$ cat src/rtl/pisd_pkg.sv
// Shared types and constants for the packed-slot interpolation decoder.
// Holds the prime, the binomial bound table and the accumulator control struct.
// No dependencies; the residue, accumulator and top-level files refer to it by scoped names.
`default_nettype none

package pisd_pkg;

  localparam logic [17:0] PRIME = 18'd65537;

  // Accumulator control: fire moves one product into the sum, last ends the coefficient.
  typedef struct packed {
    logic fire;
    logic last;
  } pisd_acc_ctl_t;

  // C(c + m, m), indexed [m][c] for m in 0..7 and c in 0..15.
  localparam logic [17:0] BOUND_TBL [0:7][0:15] = '{
    '{18'd1, 18'd1, 18'd1, 18'd1, 18'd1, 18'd1, 18'd1, 18'd1,
      18'd1, 18'd1, 18'd1, 18'd1, 18'd1, 18'd1, 18'd1, 18'd1},
    '{18'd1, 18'd2, 18'd3, 18'd4, 18'd5, 18'd6, 18'd7, 18'd8,
      18'd9, 18'd10, 18'd11, 18'd12, 18'd13, 18'd14, 18'd15, 18'd16},
    '{18'd1, 18'd3, 18'd6, 18'd10, 18'd15, 18'd21, 18'd28, 18'd36,
      18'd45, 18'd55, 18'd66, 18'd78, 18'd91, 18'd105, 18'd120, 18'd136},
    '{18'd1, 18'd4, 18'd10, 18'd20, 18'd35, 18'd56, 18'd84, 18'd120,
      18'd165, 18'd220, 18'd286, 18'd364, 18'd455, 18'd560, 18'd680, 18'd816},
    '{18'd1, 18'd5, 18'd15, 18'd35, 18'd70, 18'd126, 18'd210, 18'd330,
      18'd495, 18'd715, 18'd1001, 18'd1365, 18'd1820, 18'd2380, 18'd3060, 18'd3876},
    '{18'd1, 18'd6, 18'd21, 18'd56, 18'd126, 18'd252, 18'd462, 18'd792,
      18'd1287, 18'd2002, 18'd3003, 18'd4368, 18'd6188, 18'd8568, 18'd11628,
      18'd15504},
    '{18'd1, 18'd7, 18'd28, 18'd84, 18'd210, 18'd462, 18'd924, 18'd1716,
      18'd3003, 18'd5005, 18'd8008, 18'd12376, 18'd18564, 18'd27132, 18'd38760,
      18'd54264},
    '{18'd1, 18'd8, 18'd36, 18'd120, 18'd330, 18'd792, 18'd1716, 18'd3432,
      18'd6435, 18'd11440, 18'd19448, 18'd31824, 18'd50388, 18'd77520, 18'd116280,
      18'd170544}
  };

endpackage

`default_nettype wire

$ cat src/rtl/pisd_in_if.sv
// Input channel of the decoder: one (weight, slot value) point per beat.
// Standalone interface, no dependencies.
`default_nettype none

interface pisd_in_if;
  logic               valid;
  logic               ready;
  logic [16:0]        weight;
  logic signed [63:0] slot_value;
  logic [3:0]         coeff_index;
  logic               last_point;

  modport source (output valid, weight, slot_value, coeff_index, last_point, input ready);
  modport sink   (input valid, weight, slot_value, coeff_index, last_point, output ready);
endinterface

`default_nettype wire

$ cat src/rtl/pisd_out_if.sv
// Result channel of the decoder: one decoded coefficient per beat.
// Standalone interface, no dependencies.
`default_nettype none

interface pisd_out_if;
  logic        valid;
  logic        ready;
  logic [3:0]  coeff_out;
  logic [16:0] lifted_value;
  logic        coeff_bit;
  logic        bound_violation;

  modport source (output valid, coeff_out, lifted_value, coeff_bit, bound_violation,
                  input ready);
  modport sink   (input valid, coeff_out, lifted_value, coeff_bit, bound_violation,
                  output ready);
endinterface

`default_nettype wire

$ cat src/rtl/pisd_cfg_if.sv
// Configuration write channel of the decoder: carries the multiplication count.
// Standalone interface, no dependencies.
`default_nettype none

interface pisd_cfg_if;
  logic       valid;
  logic       ready;
  logic [2:0] mults_count;

  modport source (output valid, mults_count, input ready);
  modport sink   (input valid, mults_count, output ready);
endinterface

`default_nettype wire

$ cat src/rtl/pisd_residue.sv
// Canonical residues mod 65537 of the weight and of the signed slot value.
// Uses pisd_pkg for the prime.
`default_nettype none

module pisd_residue (
  input  wire logic [16:0]        weight,
  input  wire logic signed [63:0] slot_value,
  output logic [16:0]             weight_res,
  output logic [16:0]             slot_res
);

  logic [19:0] fold;
  logic [17:0] fold2;
  logic [17:0] fold2_sub;
  logic [17:0] w_sub;

  // 2^16 is -1 mod 65537, so the digits fold with alternating sign. The top
  // digit carries the sign of the value. Adding twice the prime keeps it positive.
  always_comb begin
    fold = 20'd131074
         + {4'b0, slot_value[15:0]}
         + {4'b0, slot_value[47:32]}
         - {4'b0, slot_value[31:16]}
         - {{4{slot_value[63]}}, slot_value[63:48]};
    fold2     = {2'b0, fold[15:0]} + pisd_pkg::PRIME - {15'b0, fold[18:16]};
    fold2_sub = fold2 - pisd_pkg::PRIME;
    slot_res  = (fold2 >= pisd_pkg::PRIME) ? fold2_sub[16:0] : fold2[16:0];

    w_sub      = {1'b0, weight} - pisd_pkg::PRIME;
    weight_res = ({1'b0, weight} >= pisd_pkg::PRIME) ? w_sub[16:0] : weight;
  end

endmodule

`default_nettype wire

$ cat src/rtl/pisd_accum.sv
// Product reduction mod 65537, running accumulator and bound comparison.
// Uses pisd_pkg for the prime and the control struct.
`default_nettype none

module pisd_accum (
  input  wire logic                   clk,
  input  wire logic                   rst_n,
  input  wire pisd_pkg::pisd_acc_ctl_t ctl,
  input  wire logic [33:0]            product,
  input  wire logic [17:0]            bound,
  output logic [16:0]                 value,
  output logic                        violation
);

  logic [16:0] acc_r;
  logic [16:0] acc_nxt;
  logic [17:0] red;
  logic [17:0] red_sub;
  logic [16:0] term;
  logic [17:0] sum;
  logic [17:0] sum_sub;

  // The product is at most 2^32, so one fold and one subtract give the residue.
  always_comb begin
    red     = {2'b0, product[15:0]} + {16'b0, product[33:32]} + pisd_pkg::PRIME
            - {2'b0, product[31:16]};
    red_sub = red - pisd_pkg::PRIME;
    term    = (red >= pisd_pkg::PRIME) ? red_sub[16:0] : red[16:0];
    sum     = {1'b0, acc_r} + {1'b0, term};
    sum_sub = sum - pisd_pkg::PRIME;
    value   = (sum >= pisd_pkg::PRIME) ? sum_sub[16:0] : sum[16:0];
    violation = {1'b0, value} > bound;

    acc_nxt = acc_r;
    if (ctl.fire) begin
      acc_nxt = ctl.last ? 17'd0 : value;
    end
  end

  always_ff @(posedge clk) begin
    if (!rst_n) begin
      acc_r <= 17'd0;
    end else begin
      acc_r <= acc_nxt;
    end
  end

endmodule

`default_nettype wire

$ cat src/rtl/packed_slot_interpolation_decode.sv
// Top level of the packed-slot interpolation decoder.
// Depends on pisd_pkg, the three channel interfaces, pisd_residue and pisd_accum.
//
// Usage: points for one coefficient arrive on in_ch, one per beat, each with a
// weight, a signed slot value, the coefficient index and a last flag. The block
// reduces both to residues mod 65537, multiplies them and adds the product into
// a running sum mod 65537. The beat flagged last produces one beat on out_ch with
// the sum, its low bit and a flag that is set when the sum exceeds
// C(coeff + m, m), m being the multiplication count; the sum then restarts at 0.
// cfg_ch writes the multiplication count; it is always ready and is meant to be
// written only while no points are in flight.
// Throughput is one point per cycle while the result is not stalled. The pipeline
// has four register stages: input capture, residues with bound lookup, the 17x17
// multiply, and the result register fed by the reduce-and-accumulate step.
// The accumulator loop, one fold, add and compare, feeds back into the sum
// register through combinational logic only.
// Reset (synchronous, active low) empties the pipeline, clears the sum and sets
// the count to 1. When the receiver stalls, the result holds and stages behind it
// keep filling bubbles; in_ch.ready falls only once every stage holds a point.
`default_nettype none

module packed_slot_interpolation_decode (
  input  wire logic   clk,
  input  wire logic   rst_n,
  pisd_cfg_if.sink    cfg_ch,
  pisd_in_if.sink     in_ch,
  pisd_out_if.source  out_ch
);

  // Configuration register.
  logic [2:0] mults_r;

  // Stage 0: captured input beat.
  logic               v0_r;
  logic [16:0]        w0_r;
  logic signed [63:0] s0_r;
  logic [3:0]         c0_r;
  logic               l0_r;

  // Stage 1: residues and the bound for this coefficient.
  logic        v1_r;
  logic [16:0] wres1_r;
  logic [16:0] sres1_r;
  logic [3:0]  c1_r;
  logic        l1_r;
  logic [17:0] bound1_r;

  // Stage 2: raw product.
  logic        v2_r;
  logic [33:0] prod2_r;
  logic [3:0]  c2_r;
  logic        l2_r;
  logic [17:0] bound2_r;

  // Result register.
  logic        vo_r;
  logic [3:0]  co_r;
  logic [16:0] valo_r;
  logic        viol_r;

  logic        out_free;
  logic        s2_go;
  logic        s2_free;
  logic        s1_free;
  logic        s0_free;
  logic [16:0] wres;
  logic [16:0] sres;
  logic [16:0] acc_value;
  logic        acc_viol;
  pisd_pkg::pisd_acc_ctl_t acc_ctl;

  // A stage may load when it is empty or when its content moves on this cycle.
  // Stage 2 drains into the accumulator and, on a last point, into the result.
  assign out_free = !vo_r || out_ch.ready;
  assign s2_go    = v2_r && out_free;
  assign s2_free  = !v2_r || out_free;
  assign s1_free  = !v1_r || s2_free;
  assign s0_free  = !v0_r || s1_free;

  assign in_ch.ready  = s0_free;
  assign cfg_ch.ready = 1'b1;

  assign acc_ctl.fire = s2_go;
  assign acc_ctl.last = l2_r;

  pisd_residue u_residue (
    .weight     (w0_r),
    .slot_value (s0_r),
    .weight_res (wres),
    .slot_res   (sres)
  );

  pisd_accum u_accum (
    .clk       (clk),
    .rst_n     (rst_n),
    .ctl       (acc_ctl),
    .product   (prod2_r),
    .bound     (bound2_r),
    .value     (acc_value),
    .violation (acc_viol)
  );

  // Control state.
  always_ff @(posedge clk) begin
    if (!rst_n) begin
      mults_r <= 3'd1;
      v0_r    <= 1'b0;
      v1_r    <= 1'b0;
      v2_r    <= 1'b0;
      vo_r    <= 1'b0;
    end else begin
      if (cfg_ch.valid) begin
        mults_r <= cfg_ch.mults_count;
      end
      if (s0_free) begin
        v0_r <= in_ch.valid;
      end
      if (s1_free) begin
        v1_r <= v0_r;
      end
      if (s2_free) begin
        v2_r <= v1_r;
      end
      if (out_free) begin
        vo_r <= s2_go && l2_r;
      end
    end
  end

  // Payload registers.
  always_ff @(posedge clk) begin
    if (s0_free && in_ch.valid) begin
      w0_r <= in_ch.weight;
      s0_r <= in_ch.slot_value;
      c0_r <= in_ch.coeff_index;
      l0_r <= in_ch.last_point;
    end
    if (s1_free && v0_r) begin
      wres1_r  <= wres;
      sres1_r  <= sres;
      c1_r     <= c0_r;
      l1_r     <= l0_r;
      bound1_r <= pisd_pkg::BOUND_TBL[mults_r][c0_r];
    end
    if (s2_free && v1_r) begin
      prod2_r  <= {17'b0, wres1_r} * {17'b0, sres1_r};
      c2_r     <= c1_r;
      l2_r     <= l1_r;
      bound2_r <= bound1_r;
    end
    if (s2_go && l2_r) begin
      co_r   <= c2_r;
      valo_r <= acc_value;
      viol_r <= acc_viol;
    end
  end

  assign out_ch.valid           = vo_r;
  assign out_ch.coeff_out       = co_r;
  assign out_ch.lifted_value    = valo_r;
  assign out_ch.coeff_bit       = valo_r[0];
  assign out_ch.bound_violation = viol_r;

  // Every bound is at least 1, so a flagged result cannot be 0 or 1.
  a_viol_value: assert property (@(posedge clk) disable iff (!rst_n)
    (out_ch.valid && out_ch.bound_violation) |-> (out_ch.lifted_value > 17'd1))
    else $error("bound violation flagged on a value of 0 or 1");

  // Results stay canonical residues.
  a_canonical: assert property (@(posedge clk) disable iff (!rst_n)
    out_ch.valid |-> ({1'b0, out_ch.lifted_value} < pisd_pkg::PRIME))
    else $error("result is not below 65537");

  // A result is raised only by a last point leaving stage 2.
  a_result_src: assert property (@(posedge clk) disable iff (!rst_n)
    $rose(vo_r) |-> $past(v2_r && l2_r))
    else $error("result appeared without a last point");

  // Input backpressure appears only when the whole pipeline is full and stalled.
  a_ready: assert property (@(posedge clk) disable iff (!rst_n)
    !in_ch.ready |-> (v0_r && v1_r && v2_r && vo_r && !out_ch.ready))
    else $error("input stalled while a stage could take a point");

endmodule

`default_nettype wire
$ cat src/flat_wrapper.sv
// flat-port wrapper written by rule: the top's interface ports become plain ports
module packed_slot_interpolation_decode_flat 
  (clk, rst_n, cfg_ch_valid, cfg_ch_mults_count, cfg_ch_ready, in_ch_valid, in_ch_weight, in_ch_slot_value, in_ch_coeff_index, in_ch_last_point, in_ch_ready, out_ch_valid, out_ch_coeff_out, out_ch_lifted_value, out_ch_coeff_bit, out_ch_bound_violation, out_ch_ready);
  pisd_cfg_if cfg_ch_i ();
  pisd_in_if in_ch_i ();
  pisd_out_if out_ch_i ();
  input  wire logic clk;
  input  wire logic rst_n;
  input wire logic [$bits(cfg_ch_i.valid)-1:0] cfg_ch_valid;
  input wire logic [$bits(cfg_ch_i.mults_count)-1:0] cfg_ch_mults_count;
  output wire logic [$bits(cfg_ch_i.ready)-1:0] cfg_ch_ready;
  input wire logic [$bits(in_ch_i.valid)-1:0] in_ch_valid;
  input wire logic [$bits(in_ch_i.weight)-1:0] in_ch_weight;
  input wire logic [$bits(in_ch_i.slot_value)-1:0] in_ch_slot_value;
  input wire logic [$bits(in_ch_i.coeff_index)-1:0] in_ch_coeff_index;
  input wire logic [$bits(in_ch_i.last_point)-1:0] in_ch_last_point;
  output wire logic [$bits(in_ch_i.ready)-1:0] in_ch_ready;
  output wire logic [$bits(out_ch_i.valid)-1:0] out_ch_valid;
  output wire logic [$bits(out_ch_i.coeff_out)-1:0] out_ch_coeff_out;
  output wire logic [$bits(out_ch_i.lifted_value)-1:0] out_ch_lifted_value;
  output wire logic [$bits(out_ch_i.coeff_bit)-1:0] out_ch_coeff_bit;
  output wire logic [$bits(out_ch_i.bound_violation)-1:0] out_ch_bound_violation;
  input wire logic [$bits(out_ch_i.ready)-1:0] out_ch_ready;
  assign cfg_ch_i.valid = cfg_ch_valid;
  assign cfg_ch_i.mults_count = cfg_ch_mults_count;
  assign cfg_ch_ready = cfg_ch_i.ready;
  assign in_ch_i.valid = in_ch_valid;
  assign in_ch_i.weight = in_ch_weight;
  assign in_ch_i.slot_value = in_ch_slot_value;
  assign in_ch_i.coeff_index = in_ch_coeff_index;
  assign in_ch_i.last_point = in_ch_last_point;
  assign in_ch_ready = in_ch_i.ready;
  assign out_ch_valid = out_ch_i.valid;
  assign out_ch_coeff_out = out_ch_i.coeff_out;
  assign out_ch_lifted_value = out_ch_i.lifted_value;
  assign out_ch_coeff_bit = out_ch_i.coeff_bit;
  assign out_ch_bound_violation = out_ch_i.bound_violation;
  assign out_ch_i.ready = out_ch_ready;
  packed_slot_interpolation_decode u_core (.clk(clk), .rst_n(rst_n), .cfg_ch(cfg_ch_i), .in_ch(in_ch_i), .out_ch(out_ch_i));
endmodule
$ cat config.mk
export PLATFORM = sky130hd
export DESIGN_NAME = packed_slot_interpolation_decode_flat
export DESIGN_NICKNAME = d
export VERILOG_FILES = /design/src/rtl/pisd_pkg.sv /design/src/rtl/pisd_in_if.sv /design/src/rtl/pisd_out_if.sv /design/src/rtl/pisd_cfg_if.sv /design/src/rtl/pisd_residue.sv /design/src/rtl/pisd_accum.sv /design/src/rtl/packed_slot_interpolation_decode.sv /design/src/flat_wrapper.sv
export SDC_FILE = /design/constraint.sdc
export NUM_CORES = 1
export LEC_CHECK = 0
export BUFFER_PORTS_ARGS = -buffer_cell sky130_fd_sc_hd__buf_2
export CAP_MARGIN = 0
export CORE_ASPECT_RATIO = 1.25
export CORE_UTILIZATION = 50
export CTS_CLUSTER_DIAMETER = 50
export DETAILED_ROUTE_END_ITERATION = 7
export GPL_TIMING_DRIVEN = 0
export MAX_ROUTING_LAYER = met4
export PLACE_DENSITY = 0.67
export SYNTH_ARGS = -nofsm -noshare
export SYNTH_HDL_FRONTEND = slang
export SYNTH_SLANG_ARGS = --single-unit
$ cat constraint.sdc
create_clock -name clk -period 10 [get_ports clk]
set_input_delay 3 -clock clk [delete_from_list [all_inputs] [get_ports clk]]
set_output_delay 3 -clock clk [all_outputs]
set_load 0.03 [all_outputs]
### Word level (Yosys, flattened, before mapping)

Memory sizes are Yosys's and may differ from the RTL's.
Index checks and enable logic that the tools add are counted.

| word-level totals | value |
|---|---|
| flip-flop bits (word level) | 246 |
| bits in latches | 0 |
| output and inout port bits | 26 |
| memories kept | 1 |
| ROM bits | 2,304 |
| bits in writable memories | 0 |

Memories:

| name | depth | bits a word | read ports | clocked after Yosys merged registers in | write ports | RTL line | RTL |
|---|---|---|---|---|---|---|---|
| (no name shown) | 8 | 288 | 1 | 0 | 0 | packed_slot_interpolation_decode.sv:143 | `bound1_r <= pisd_pkg::BOUND_TBL[mults_r][c0_r];` |

| operators by class | value |
|---|---|
| $add $sub $neg | 14 |
| divide/modulo/power cells | 0 |
| muxes and demuxes | 10 |
| bitwise operators | 2 |
| multipliers | 1 |
| order comparisons | 7 |
| equality and inequality tests | 0 |
| reductions and logical operators | 13 |
| shift operators | 0 |

Operator list:

| kind | number |
|---|---|
| two-way mux 288 bit | 2 |
| two-way mux 17 bit | 5 |
| binary-select mux 18 bit (select 4 bit) | 1 |
| subtractor 17 bit, second input constant | 4 |
| greater-or-equal comparator 18 x 17 -> 1 bit, second input constant | 3 |
| two-way mux 18 bit | 2 |
| multiplier 17 x 17 -> 34 bit | 1 |
| adder 18 x 16 -> 19 bit, first input constant | 1 |
| adder 19 x 16 -> 19 bit | 1 |
| subtractor 19 x 16 -> 19 bit | 1 |
| subtractor 19 bit | 1 |
| adder 16 x 17 -> 18 bit, second input constant | 1 |
| adder 17 x 17 -> 18 bit | 1 |
| adder 18 x 17 -> 18 bit, second input constant | 1 |
| greater-than comparator 17 x 18 -> 1 bit | 1 |
| subtractor 18 x 16 -> 18 bit | 1 |
| subtractor 18 x 3 -> 18 bit | 1 |
| adder 16 x 2 -> 17 bit | 1 |
| greater-or-equal comparator 17 bit, second input constant | 1 |
| greater-or-equal comparator 5 bit, second input constant | 1 |
| logical AND 1 bit | 5 |
| inverter 4 -> 5 bit | 1 |
| greater-or-equal comparator 4 bit, second input constant | 1 |
| logical NOT 1 bit | 4 |
| other kinds (2) | 5 |

### Logic depth before layout (Yosys ltp)

Gate-level depths: netlist of the first run.

| depth | value |
|---|---|
| depth in word-level cells | 9 |
| gate-level depth with buffers | 43 |

### Modules after synthesis

Synthesis of the first run repeated with hierarchy kept, for this count alone.

| second synthesis, totals | value |
|---|---|
| cells, all modules | 2,692 |
| area, all modules | 26,181.4 um^2 |

Modules (own cells, without submodules):

| module | area each (um^2) | cells each | instances | sequential area each (um^2) |
|---|---|---|---|---|
| packed_slot_interpolation_decode | 18,363.9 | 1,688 | 1 | 6,806.5 |
| pisd_accum | 4,361.7 | 565 | 1 | 340.3 |
| pisd_residue | 3,455.8 | 439 | 1 | 0.0 |

### Least setup slack after synthesis of the first run

Ideal clock, no wire load.

| path | value |
|---|---|
| path kind | reg-to-reg |
| from | reg u_core.prod2_r[0] |
| to | reg u_core.viol_r (netlist: u_core.out_ch.bound_violation) (data pin) |
| library setup time | 0.266 ns |
| arrival | 8.883 ns |
| setup slack | 0.851 ns |
| cell stages (with the launch flop) | 42 |
| required time | 9.734 ns |
| cells stage by stage | edfxtp_1 > ha_1 > inv_1 > fa_1 > nor2_1 > nand2_1 > xnor2_1 > ha_1 > ha_1 > clkbuf_1 > inv_1 > a2111oi_0 > nand3_1 > and4_1 > o2111ai_1 > nor4_1 > o21ai_1 > and3b_1 > [... 6 more ...] > a221oi_2 > xnor2_1 > nor4_2 > nand4bb_1 > or4b_4 > o41a_1 > o21ai_2 > xnor2_1 > ha_1 > a21o_1 > a21o_1 > a211oi_1 > o21ai_0 > a221o_1 > a21o_1 > a21o_1 > a21oi_1 > a211oi_1 |

| between the ends | value |
|---|---|
| cells in the longest elaborated chain, start to end | 9 |
| elaborated cells between the ends (all ways) | 11 |
| classes of those cells | add/sub: 6; order compare: 3; mux: 2 |

Ends and longest elaborated chain:

| item | RTL line | RTL |
|---|---|---|
| start, declared | packed_slot_interpolation_decode.sv:50 | `logic [33:0] prod2_r;` |
| start signal, assigned | packed_slot_interpolation_decode.sv:146 | `prod2_r <= {17'b0, wres1_r} * {17'b0, sres1_r};` |
| adder 16 x 2 -> 17 bit (*) | pisd_accum.sv:25 | `red = {2'b0, product[15:0]} + {16'b0, product[33:32]} + pisd_pkg::PRIME` |
| adder 18 x 17 -> 18 bit (*) | pisd_accum.sv:25 |  |
| subtractor 18 x 16 -> 18 bit (*) | pisd_accum.sv:26 | `- {2'b0, product[31:16]};` |
| subtractor 17 bit / greater-or-equal comparator 18 x 17 -> 1 bit (equally long branches) | pisd_accum.sv:27, pisd_accum.sv:28 |  |
| two-way mux 17 bit (*) | pisd_accum.sv:28 | `term = (red >= pisd_pkg::PRIME) ? red_sub[16:0] : red[16:0];` |
| adder 17 x 17 -> 18 bit (*) | pisd_accum.sv:29 | `sum = {1'b0, acc_r} + {1'b0, term};` |
| subtractor 17 bit / greater-or-equal comparator 18 x 17 -> 1 bit (equally long branches) | pisd_accum.sv:30, pisd_accum.sv:31 |  |
| two-way mux 17 bit (*) | pisd_accum.sv:31 | `value = (sum >= pisd_pkg::PRIME) ? sum_sub[16:0] : sum[16:0];` |
| named net u_core.acc_value[3] | packed_slot_interpolation_decode.sv:68 | `logic [16:0] acc_value;` |
| greater-than comparator 17 x 18 -> 1 bit (*) | pisd_accum.sv:32 | `violation = {1'b0, value} > bound;` |
| named net u_core.acc_viol | packed_slot_interpolation_decode.sv:69 | `logic acc_viol;` |
| end signal, assigned | packed_slot_interpolation_decode.sv:154 | `viol_r <= acc_viol;` |
| end, declared | packed_slot_interpolation_decode.sv:59 | `logic viol_r;` |

Mark *: on every way through the listed nets, which the timed path passes. The rest lies on a longest branch.
A chain may end at the register's enable or synchronous reset.

### Worst setup path after layout of the first run

Ends and elaborated chain as after synthesis.

==> results.sh, run 1 <==
export IMPL_start_util_pct=50.5
export IMPL_fp_row_count=92
export IMPL_async_reset_ff_share_pct=0
export IMPL_vias_per_cell=5.58
export IMPL_regToRegSetupSlack_ps=400
export IMPL_setup_worst_path_start="u_core.prod2_r[0]"
export IMPL_cpMostUsedCell="ha_1"
export IMPL_drc=0
export IMPL_yosys_warnings=0
export IMPL_setup_viol=0
export IMPL_grt_pass1_wl_um=101000
export IMPL_synth_nets=3186
export IMPL_end_kind="flop"
export IMPL_timing_rr_start="u_core.prod2_r[0]"
export IMPL_wl_per_cell_um=18.7
export IMPL_portBuffers=118
export IMPL_post_route_util_pct=56.5
export IMPL_rr_endpoint="u_core.out_ch.bound_violation"
export IMPL_antenna_found_initial=0
export IMPL_postRouteAntennaNets=0
export IMPL_wl_met3_um=3440
export IMPL_hold_depth=0
export IMPL_skew_ps=26.9
export IMPL_core_um2=50300
export IMPL_synthCells=2576
export IMPL_grt_max_degree=37
export IMPL_wl_met2_um=31800
export IMPL_dp_hpwl_um=51200
export IMPL_min_path_type="reg -> reg"
export IMPL_slew_headroom_pct=14.2
export IMPL_htreeDepth=2
export IMPL_postRouteWirelength_um=64000
export IMPL_numCtsBuffers=34
export IMPL_worst_path_max_delay_cell="or4b_4"
export IMPL_hold_violations=0
export IMPL_critPathKind="reg -> reg"
export IMPL_syn_to_final_growth_pct=11.8
export IMPL_status="complete, no violations"
export IMPL_cts_tree="done"
export IMPL_vias=19100
export IMPL_drv_slew=0
export IMPL_die_h_um=254
export IMPL_ios=120
export IMPL_maxUsedRoutingLayer="met4"
export IMPL_yosysUniqueCellTypes=88
export IMPL_grtUsageTotal_pct=25.8
export IMPL_fin_tns_setup_ps=0
export IMPL_globalplace_congestion=0.941
export IMPL_hold_start="u_core.c1_r[1]"
export IMPL_drive_above_1_share_pct=9.41
export IMPL_syn_cell_area_um2=25400
export IMPL_min_to="u_core.c2_r[1]"
export IMPL_worstMarginPinSlew_ps=1280
export IMPL_die_w_um=204
export IMPL_drv_cap=0
export IMPL_grt_overflow_total=0
export IMPL_diodes=0
export IMPL_ctsHoldBuffers=0
export IMPL_wl_met1_um=25600
export IMPL_rr_worst_depth=39
export IMPL_firstDrtPassIters=6
export IMPL_ys_seq_area_share_pct=28.1
export IMPL_finalHoldWorstSlack_ps=410
export IMPL_cts_sinks=246
export IMPL_synth_area_per_cell_um2=9.87
export IMPL_final_cell_mix="392 x inv_1, 291 x nand2_1, 258 x fa_1"
export IMPL_cp_required_ps=10280
export IMPL_clock_path_buffers=3
export IMPL_nets=3351
export IMPL_cts_root_buf="clkbuf_16"
export IMPL_clkTransAtPathRegs_ps=60
export IMPL_critPathLaunchType="flop"
export IMPL_period_share_pct=96.0
export IMPL_dpl_instance_area_um2=27000
export IMPL_ys_seq_elements=246
export IMPL_max_freq_mhz=104
export IMPL_layout_commonest_cell="inv_1"
export IMPL_arrival_ps=9880
export IMPL_synthFlopType="edfxtp_1"
export IMPL_first_global_vias=19500
export IMPL_drt_iter0_drc=1355
export IMPL_fin_area_um2=28400
export IMPL_fin_crit_ps=9600
export IMPL_slowest_delay_ps=570
export IMPL_die_area_um2=51800
export IMPL_synth_edf_count=222
export IMPL_cp_max_fo=9
export IMPL_clk_insertion_delay_late_ps=560
## worst max-delay path: cells and delay by family, from the launching register on
family	cells	cell delay, ps
AND/OR/NAND/NOR	7	1760
flip-flops	1	370
adder cells (fa/ha/maj)	7	2090
multiplexers	1	210
buffers and inverters	4	420
AO/OA/AOI/OAI	18	4080
XOR/XNOR	2	410
## what timing repair did
action / in CTS / in global routing
setup endpoints to repair: 1 / 1
pin swaps: 1 / 12
setup buffers: 3 / 5
resized for setup: 5 / 41
## through the flow
step,setup slack (ps),std cells
after floorplan,851,2576
after global placement,-698,3352
final,396,3422
after CTS,18.4,3419
after detailed placement,-689,3358
after global routing,-60.5,3422
## how the worst max path moves through the flow
| stage | endpoint | slack (ps) | cells after the start |
|---|---|---|---|
| after floorplan | u_core.out_ch.bound_violation | 850 | 41 |
| after global placement | u_core.out_ch.bound_violation | -700 | 42 |
| after detailed placement | u_core.out_ch.bound_violation | -690 | 41 |
| after CTS | u_core.out_ch.bound_violation | 20 | 37 |
| after global routing | u_core.out_ch.bound_violation | -60 | 39 |
| final | u_core.out_ch.bound_violation | 400 | 39 |
## state kept, by name, indices dropped and copies added (netlist names), 18 cells and up
register,cells
u_core.prod2_r,34
u_core.s0_r,64
u_core.bound2_r,18
u_core.bound1_r,18
## cell usage after synthesis (9+ instances only)
cell      count  share of area [%]
xnor2_1     100                3.4
nand3_1      43               0.85
fa_1        261                 21
a21oi_1     120                2.4
nand2b_1     17               0.42
xor2_1       43                1.5
edfxtp_1    222                 26
o211ai_1     11               0.32
o21a_1       18               0.53
a31oi_1      14               0.34
o21ai_0      84                1.7
and2_1      115                2.8
or3_1        12               0.30
dfxtp_1      24                1.9
a21o_1       29               0.86
a211oi_1     27               0.80
nor2_1      104                1.5
ha_1        255                 13
and3_1       16               0.39
nor3_1       36               0.71
a22o_1       18               0.62
o21bai_1     13               0.38
nor2b_1      26               0.64
inv_1       392                5.8
nand2_1     291                4.3
mux2i_1       9               0.35
nor3b_1      13               0.38
clkbuf_1     78                1.2
## area by class of cell
class / instances / area [um2]
Tap cell: 658 / 823
Clock buffer: 39 / 870
Buffer: 87 / 350
Clock inverter: 20 / 258
Sequential cell: 246 / 7150
Inverter: 394 / 1480
Multi-Input combinational cell: 1846 / 16700
Timing Repair Buffer: 132 / 766
Fill cell: 4343 / 21900
## metal layers
layer	track usage [%]	vias to the layer above
li1	-	9016
met1	30.1	9234
met2	43.8	650
met3	3.15	179
met4	12.7	0
met5	-	-
## cell families after synthesis
kind of cell	synth area share (%)
other cells	0.0148
simple gates	13.9
fa+ha+maj	33.1
compound gates	11.6
xor+xnor	4.93
mux	1.06
flops	28.1
buf+inv	7.24
Power of run 1 is left out: the tool's default activity adds up to more than one toggle a clock period on the data nets, which glitch-free logic cannot reach.
==> run 2, diff against run 1 <==
- ABC_AREA: not set -> 1
- CTS_BUF_LIST: not set -> sky130_fd_sc_hd__clkbuf_2 sky130_fd_sc_hd__clkbuf_4 sky130_fd_sc_hd__clkbuf_8
==> results.sh, run 2 <==
export IMPL_min_path_type="reg -> reg"
export IMPL_portBuffers=118
export IMPL_period_share_pct=90.9
export IMPL_setup_viol=0
export IMPL_synth_area_per_cell_um2=8.41
export IMPL_worst_path_max_delay_cell="fa_1"
export IMPL_fin_tns_setup_ps=0
export IMPL_hold_depth=0
export IMPL_cp_max_fo=10
export IMPL_fin_crit_ps=9090
export IMPL_vias=21200
export IMPL_synth_area_top_cells="edfxtp_1 25%, fa_1 20%, ha_1 12%"
export IMPL_htreeDepth=2
export IMPL_die_area_um2=54400
export IMPL_synthTopCellsByCount="751 x nand2_1, 677 x inv_1, 261 x fa_1"
export IMPL_fp_row_count=94
export IMPL_worstMarginPinSlew_ps=725
export IMPL_hold_start="u_core.bound1_r[1]"
export IMPL_nets=3955
export IMPL_end_kind="flop"
export IMPL_rr_worst_depth=48
export IMPL_grt_busiest_layer="met2"
export IMPL_vias_per_cell=5.24
export IMPL_gr_usage_met2_pct=48.7
export IMPL_yosysTopAreaCell="edfxtp_1"
export IMPL_grt_setup_unrepaired="false"
export IMPL_synth_most_common_cell="nand2_1"
export IMPL_grt_max_degree=45
export IMPL_top_register="u_core.s0_r"
export IMPL_timing_rr_start="u_core.prod2_r[0]"
export IMPL_drive_above_1_share_pct=8.20
export IMPL_clk_insertion_delay_late_ps=620
export IMPL_grtUsageTotal_pct=26.5
export IMPL_ctsHoldBuffers=0
export IMPL_first_global_vias=22100
export IMPL_drt_iter0_drc=1112
export IMPL_clkTransAtPathRegs_ps=60
export IMPL_syn_to_final_growth_pct=8.96
export IMPL_firstDrtPassIters=5
export IMPL_die_w_um=209
export IMPL_postRouteAntennaNets=0
export IMPL_use_met3_pct=2.90
export IMPL_drv_slew=0
export IMPL_grt_pass1_wl_um=111000
export IMPL_drc=0
export IMPL_synth_edf_count=222
export IMPL_core_um2=52700
export IMPL_cts_sinks=246
export IMPL_ios=120
export IMPL_yosysUniqueCellTypes=70
export IMPL_slew_headroom_pct=51.5
export IMPL_critPathLaunchType="flop"
export IMPL_yosys_warnings=0
export IMPL_cp_required_ps=10350
export IMPL_ys_seq_elements=246
export IMPL_layout_commonest_cell="nand2_1"
export IMPL_wl_per_cell_um=16.7
export IMPL_rr_endpoint="u_core.out_ch.bound_violation"
export IMPL_syn_cell_area_um2=26700
export IMPL_cts_repair_resized=0
export IMPL_use_met1_pct=29.1
export IMPL_clock_path_buffers=3
export IMPL_cts_root_buf="clkbuf_8"
export IMPL_slowest_delay_ps=520
export IMPL_max_freq_mhz=110
export IMPL_globalplace_congestion=0.947
export IMPL_grt_overflow_total=0
export IMPL_numCtsBuffers=42
export IMPL_final_cell_mix="751 x nand2_1, 675 x inv_1, 261 x fa_1"
export IMPL_cts_tree="done"
export IMPL_ys_seq_area_share_pct=26.8
export IMPL_critPathKind="reg -> reg"
export IMPL_status="complete, no violations"
export IMPL_drv_cap=0
export IMPL_setup_worst_path_start="u_core.prod2_r[0]"
export IMPL_synth_nets=3788
export IMPL_cpMostUsedCell="ha_1"
export IMPL_async_reset_ff_share_pct=0
export IMPL_synthFlopType="edfxtp_1"
export IMPL_arrival_ps=9440
export IMPL_yosysTopAreaCellShare_pct=25.0
export IMPL_postRouteWirelength_um=67600
export IMPL_min_to="u_core.bound2_r[1]"
export IMPL_hold_violations=0
export IMPL_largest_reg_flops=64
export IMPL_antenna_found_initial=1
export IMPL_regToRegSetupSlack_ps=910
export IMPL_cts_setup_buffers=0
export IMPL_start_util_pct=50.7
export IMPL_die_h_um=260
export IMPL_synthCells=3178
export IMPL_skew_ps=33.8
export IMPL_dp_hpwl_um=56300
export IMPL_top_regs="u_core.s0_r x64, u_core.prod2_r x34"
[run 2: cell types whose count changed after synthesis, sizes merged, moves of 18 or more]
| cell | change |
|---|---|
| a211oi | -23 |
| a21o | -22 |
| a22o | -18 |
| inv | +290 |
| nand2 | +488 |
| nand3 | +83 |
| nor2b | -26 |
| xnor2 | -52 |
| nand4 | +41 |
| xor2 | +34 |
| and2 | -109 |
| nor2 | +68 |
[run 2: kinds of logic (layout without fill, tap and decap cells)]
kind of cell,count (synthesis),count (layout),synth area share [%]
adders and majority gates,516,516,31.5
and+or+nand+nor,1183,1183,19.0
AOI/OAI and AO/OA,318,318,7.09
other,1,2,0.0140
DFF,246,246,26.8
xor gates and xnor gates,125,125,4.34
buffers and inverters,789,987,11.3
[run 2: routing by layer]
layer | up-vias | share of wire, %
li1 | 10300 | -
met4 | 0 | 4.0
met3 | 162 | 3.9
met5 | - | 0
met2 | 549 | 52
met1 | 10200 | 40
[run 2: worst max-delay path: cells and delay by family, from the launching register on]
kind	cells	cell delay, ps
AO/OA/AOI/OAI	8	1120
adder cells (fa/ha/maj)	7	2330
buffers and inverters	6	620
XOR/XNOR	2	610
AND/OR/NAND/NOR	25	3840
flip-flops	1	350
[run 2: final cells by class]
type | count | area [um2]
antenna | 1 | 2.50
buffer | 104 | 442
clock buffer | 50 | 644
clock inverter | 25 | 199
fill | 4936 | 23600
inverter | 685 | 2570
multi-input combinational | 2143 | 16600
sequential | 246 | 7150
tap | 672 | 841
timing repair buffer | 123 | 686
[run 2: metrics by stage]
step | instance area, um2 | utilization [%] | std cells | hold WS (ps) | setup WS [ps]
2_1_floorplan | 26700 | - | 3178 | 400 | 2400
3_3_place_gp | 28100 | 53.4 | 3968 | 401 | 638
3_5_place_dp | 28300 | 53.6 | 3973 | 405 | 512
4_1_cts | 29100 | 55.2 | 4048 | 412 | 499
5_1_grt | 29100 | 55.2 | 4049 | 423 | 11.8
6_report | 29100 | 55.2 | 4049 | 413 | 909
[run 2: worst max-delay path by stage]
stage	endpoint	depth (start not counted)
floorplan	u_core.out_ch.bound_violation	48
global placement	u_core.out_ch.bound_violation	49
detailed placement	u_core.out_ch.bound_violation	48
CTS	u_core.out_ch.bound_violation	48
global route	u_core.out_ch.bound_violation	48
finish	u_core.out_ch.bound_violation	48
Power of run 2 is left out for the same reason.
==> run 3, diff against run 2 <==
- CORE_UTILIZATION: 50 -> 60
- PLACE_DENSITY: 0.67 -> 0.78
==> results.sh, run 3 (synthesis results as in run 2) <==
export IMPL_grt_max_degree=41
export IMPL_syn_to_final_growth_pct=8.30
export IMPL_setup_viol=0
export IMPL_cp_max_fo=10
export IMPL_fp_row_count=86
export IMPL_slowest_delay_ps=520
export IMPL_min_to="u_core.bound2_r[9]"
export IMPL_postRouteAntennaNets=0
export IMPL_fin_tns_setup_ps=0
export IMPL_ios=120
export IMPL_clk_insertion_delay_late_ps=610
export IMPL_antenna_found_initial=0
export IMPL_hold_violations=0
export IMPL_cpMostUsedCell="nand2_1"
export IMPL_postRouteWirelength_um=66300
export IMPL_min_path_type="reg -> reg"
export IMPL_firstDrtPassIters=5
export IMPL_dp_hpwl_um=54800
export IMPL_hold_start="u_core.bound1_r[9]"
export IMPL_drv_cap=0
export IMPL_largest_reg_flops=64
export IMPL_core_um2=44000
export IMPL_rr_worst_depth=49
export IMPL_wl_per_cell_um=16.8
export IMPL_timing_rr_start="u_core.prod2_r[32]"
export IMPL_worstMarginPinSlew_ps=1020
export IMPL_vias_per_cell=5.45
export IMPL_cp_required_ps=10350
export IMPL_drv_slew=0
export IMPL_clkTransAtPathRegs_ps=60
export IMPL_drive_above_1_share_pct=8.23
export IMPL_end_kind="flop"
export IMPL_start_util_pct=60.7
export IMPL_die_w_um=191
export IMPL_worst_path_max_delay_cell="fa_1"
export IMPL_first_global_vias=22300
export IMPL_cp_num_buf_inv=7
export IMPL_die_area_um2=45400
export IMPL_die_h_um=238
export IMPL_cts_tree="done"
export IMPL_portBuffers=118
export IMPL_final_cell_mix="751 x nand2_1, 675 x inv_1, 261 x fa_1"
export IMPL_slew_headroom_pct=32.0
export IMPL_rr_endpoint="u_core.out_ch.bound_violation"
export IMPL_clock_path_buffers=3
export IMPL_ctsHoldBuffers=0
export IMPL_status="complete, no violations"
export IMPL_grt_overflow_total=0
export IMPL_top_register="u_core.s0_r"
export IMPL_numCtsBuffers=41
export IMPL_layout_commonest_cell="nand2_1"
export IMPL_cts_sinks=246
export IMPL_cts_root_buf="clkbuf_8"
export IMPL_htreeDepth=2
export IMPL_max_freq_mhz=108
export IMPL_critPathKind="reg -> reg"
export IMPL_drc=0
export IMPL_fin_crit_ps=9300
export IMPL_grt_pass1_wl_um=108000
export IMPL_skew_ps=23.3
export IMPL_top_regs="u_core.s0_r x64, u_core.prod2_r x34"
export IMPL_cts_repair_resized=0
export IMPL_cts_setup_buffers=0
export IMPL_vias=21500
export IMPL_drt_iter0_drc=1249
export IMPL_regToRegSetupSlack_ps=700
export IMPL_grt_setup_unrepaired="false"
export IMPL_arrival_ps=9650
export IMPL_nets=3953
export IMPL_period_share_pct=93.0
export IMPL_globalplace_congestion=0.972
export IMPL_grtUsageTotal_pct=31.4
export IMPL_hold_depth=0
export IMPL_critPathLaunchType="flop"
export IMPL_crit_family="simple AND/OR/NAND/NOR gates"
## run 3: changes by cell type in the layout (fill, tap and decap cells not counted), moves of 2 or more
cell	previous run	this run
clkinv_1	14	12
clkbuf_4	7	11
clkinvlp_4	3	1
xnor2_2	4	2
bufinv_16	2	0
clkinv_4	1	3
## run 3: worst max path at each step
stage / end / start / depth (start not counted)
after global placement: u_core.out_ch.bound_violation / u_core.prod2_r[32] / 48
after detailed placement: u_core.out_ch.bound_violation / u_core.prod2_r[32] / 47
final: u_core.out_ch.bound_violation / u_core.prod2_r[32] / 49
after floorplan: u_core.out_ch.bound_violation / u_core.prod2_r[0] / 48
after CTS: u_core.out_ch.bound_violation / u_core.prod2_r[32] / 47
after global routing: u_core.out_ch.bound_violation / u_core.prod2_r[32] / 49
## run 3: stage by stage
stage | instances | utilization [%] | setup WS (ps) | hold WS, ps | cell area (um2)
floorplan | 3178 | - | 2400 | 400 | 26700
global placement | 3868 | 63.7 | 917 | 400 | 28000
detailed placement | 3872 | 63.9 | 658 | 405 | 28100
CTS | 3948 | 65.7 | 659 | 405 | 28900
global route | 3948 | 65.7 | 60.2 | 411 | 28900
finish | 3949 | 65.7 | 704 | 406 | 28900
## run 3: area by class of cell
class / instances / area [um2]
well taps: 572 / 716
multi-input cells: 2143 / 16600
diodes: 1 / 2.50
plain buffers: 104 / 442
fillers: 3728 / 15100
clock buffers: 53 / 661
inverters: 685 / 2570
flip-flops and latches: 246 / 7150
clock inverters: 23 / 143
repair buffers: 122 / 671
## run 3: routing by layer
metal | global-route usage (%) | part of all wire (%)
met1 | 34.3 | 38
met2 | 55.6 | 52
met3 | 4.19 | 5.5
met4 | 15.5 | 5.0
met5 | - | 0
Power of run 3 is left out for the same reason.
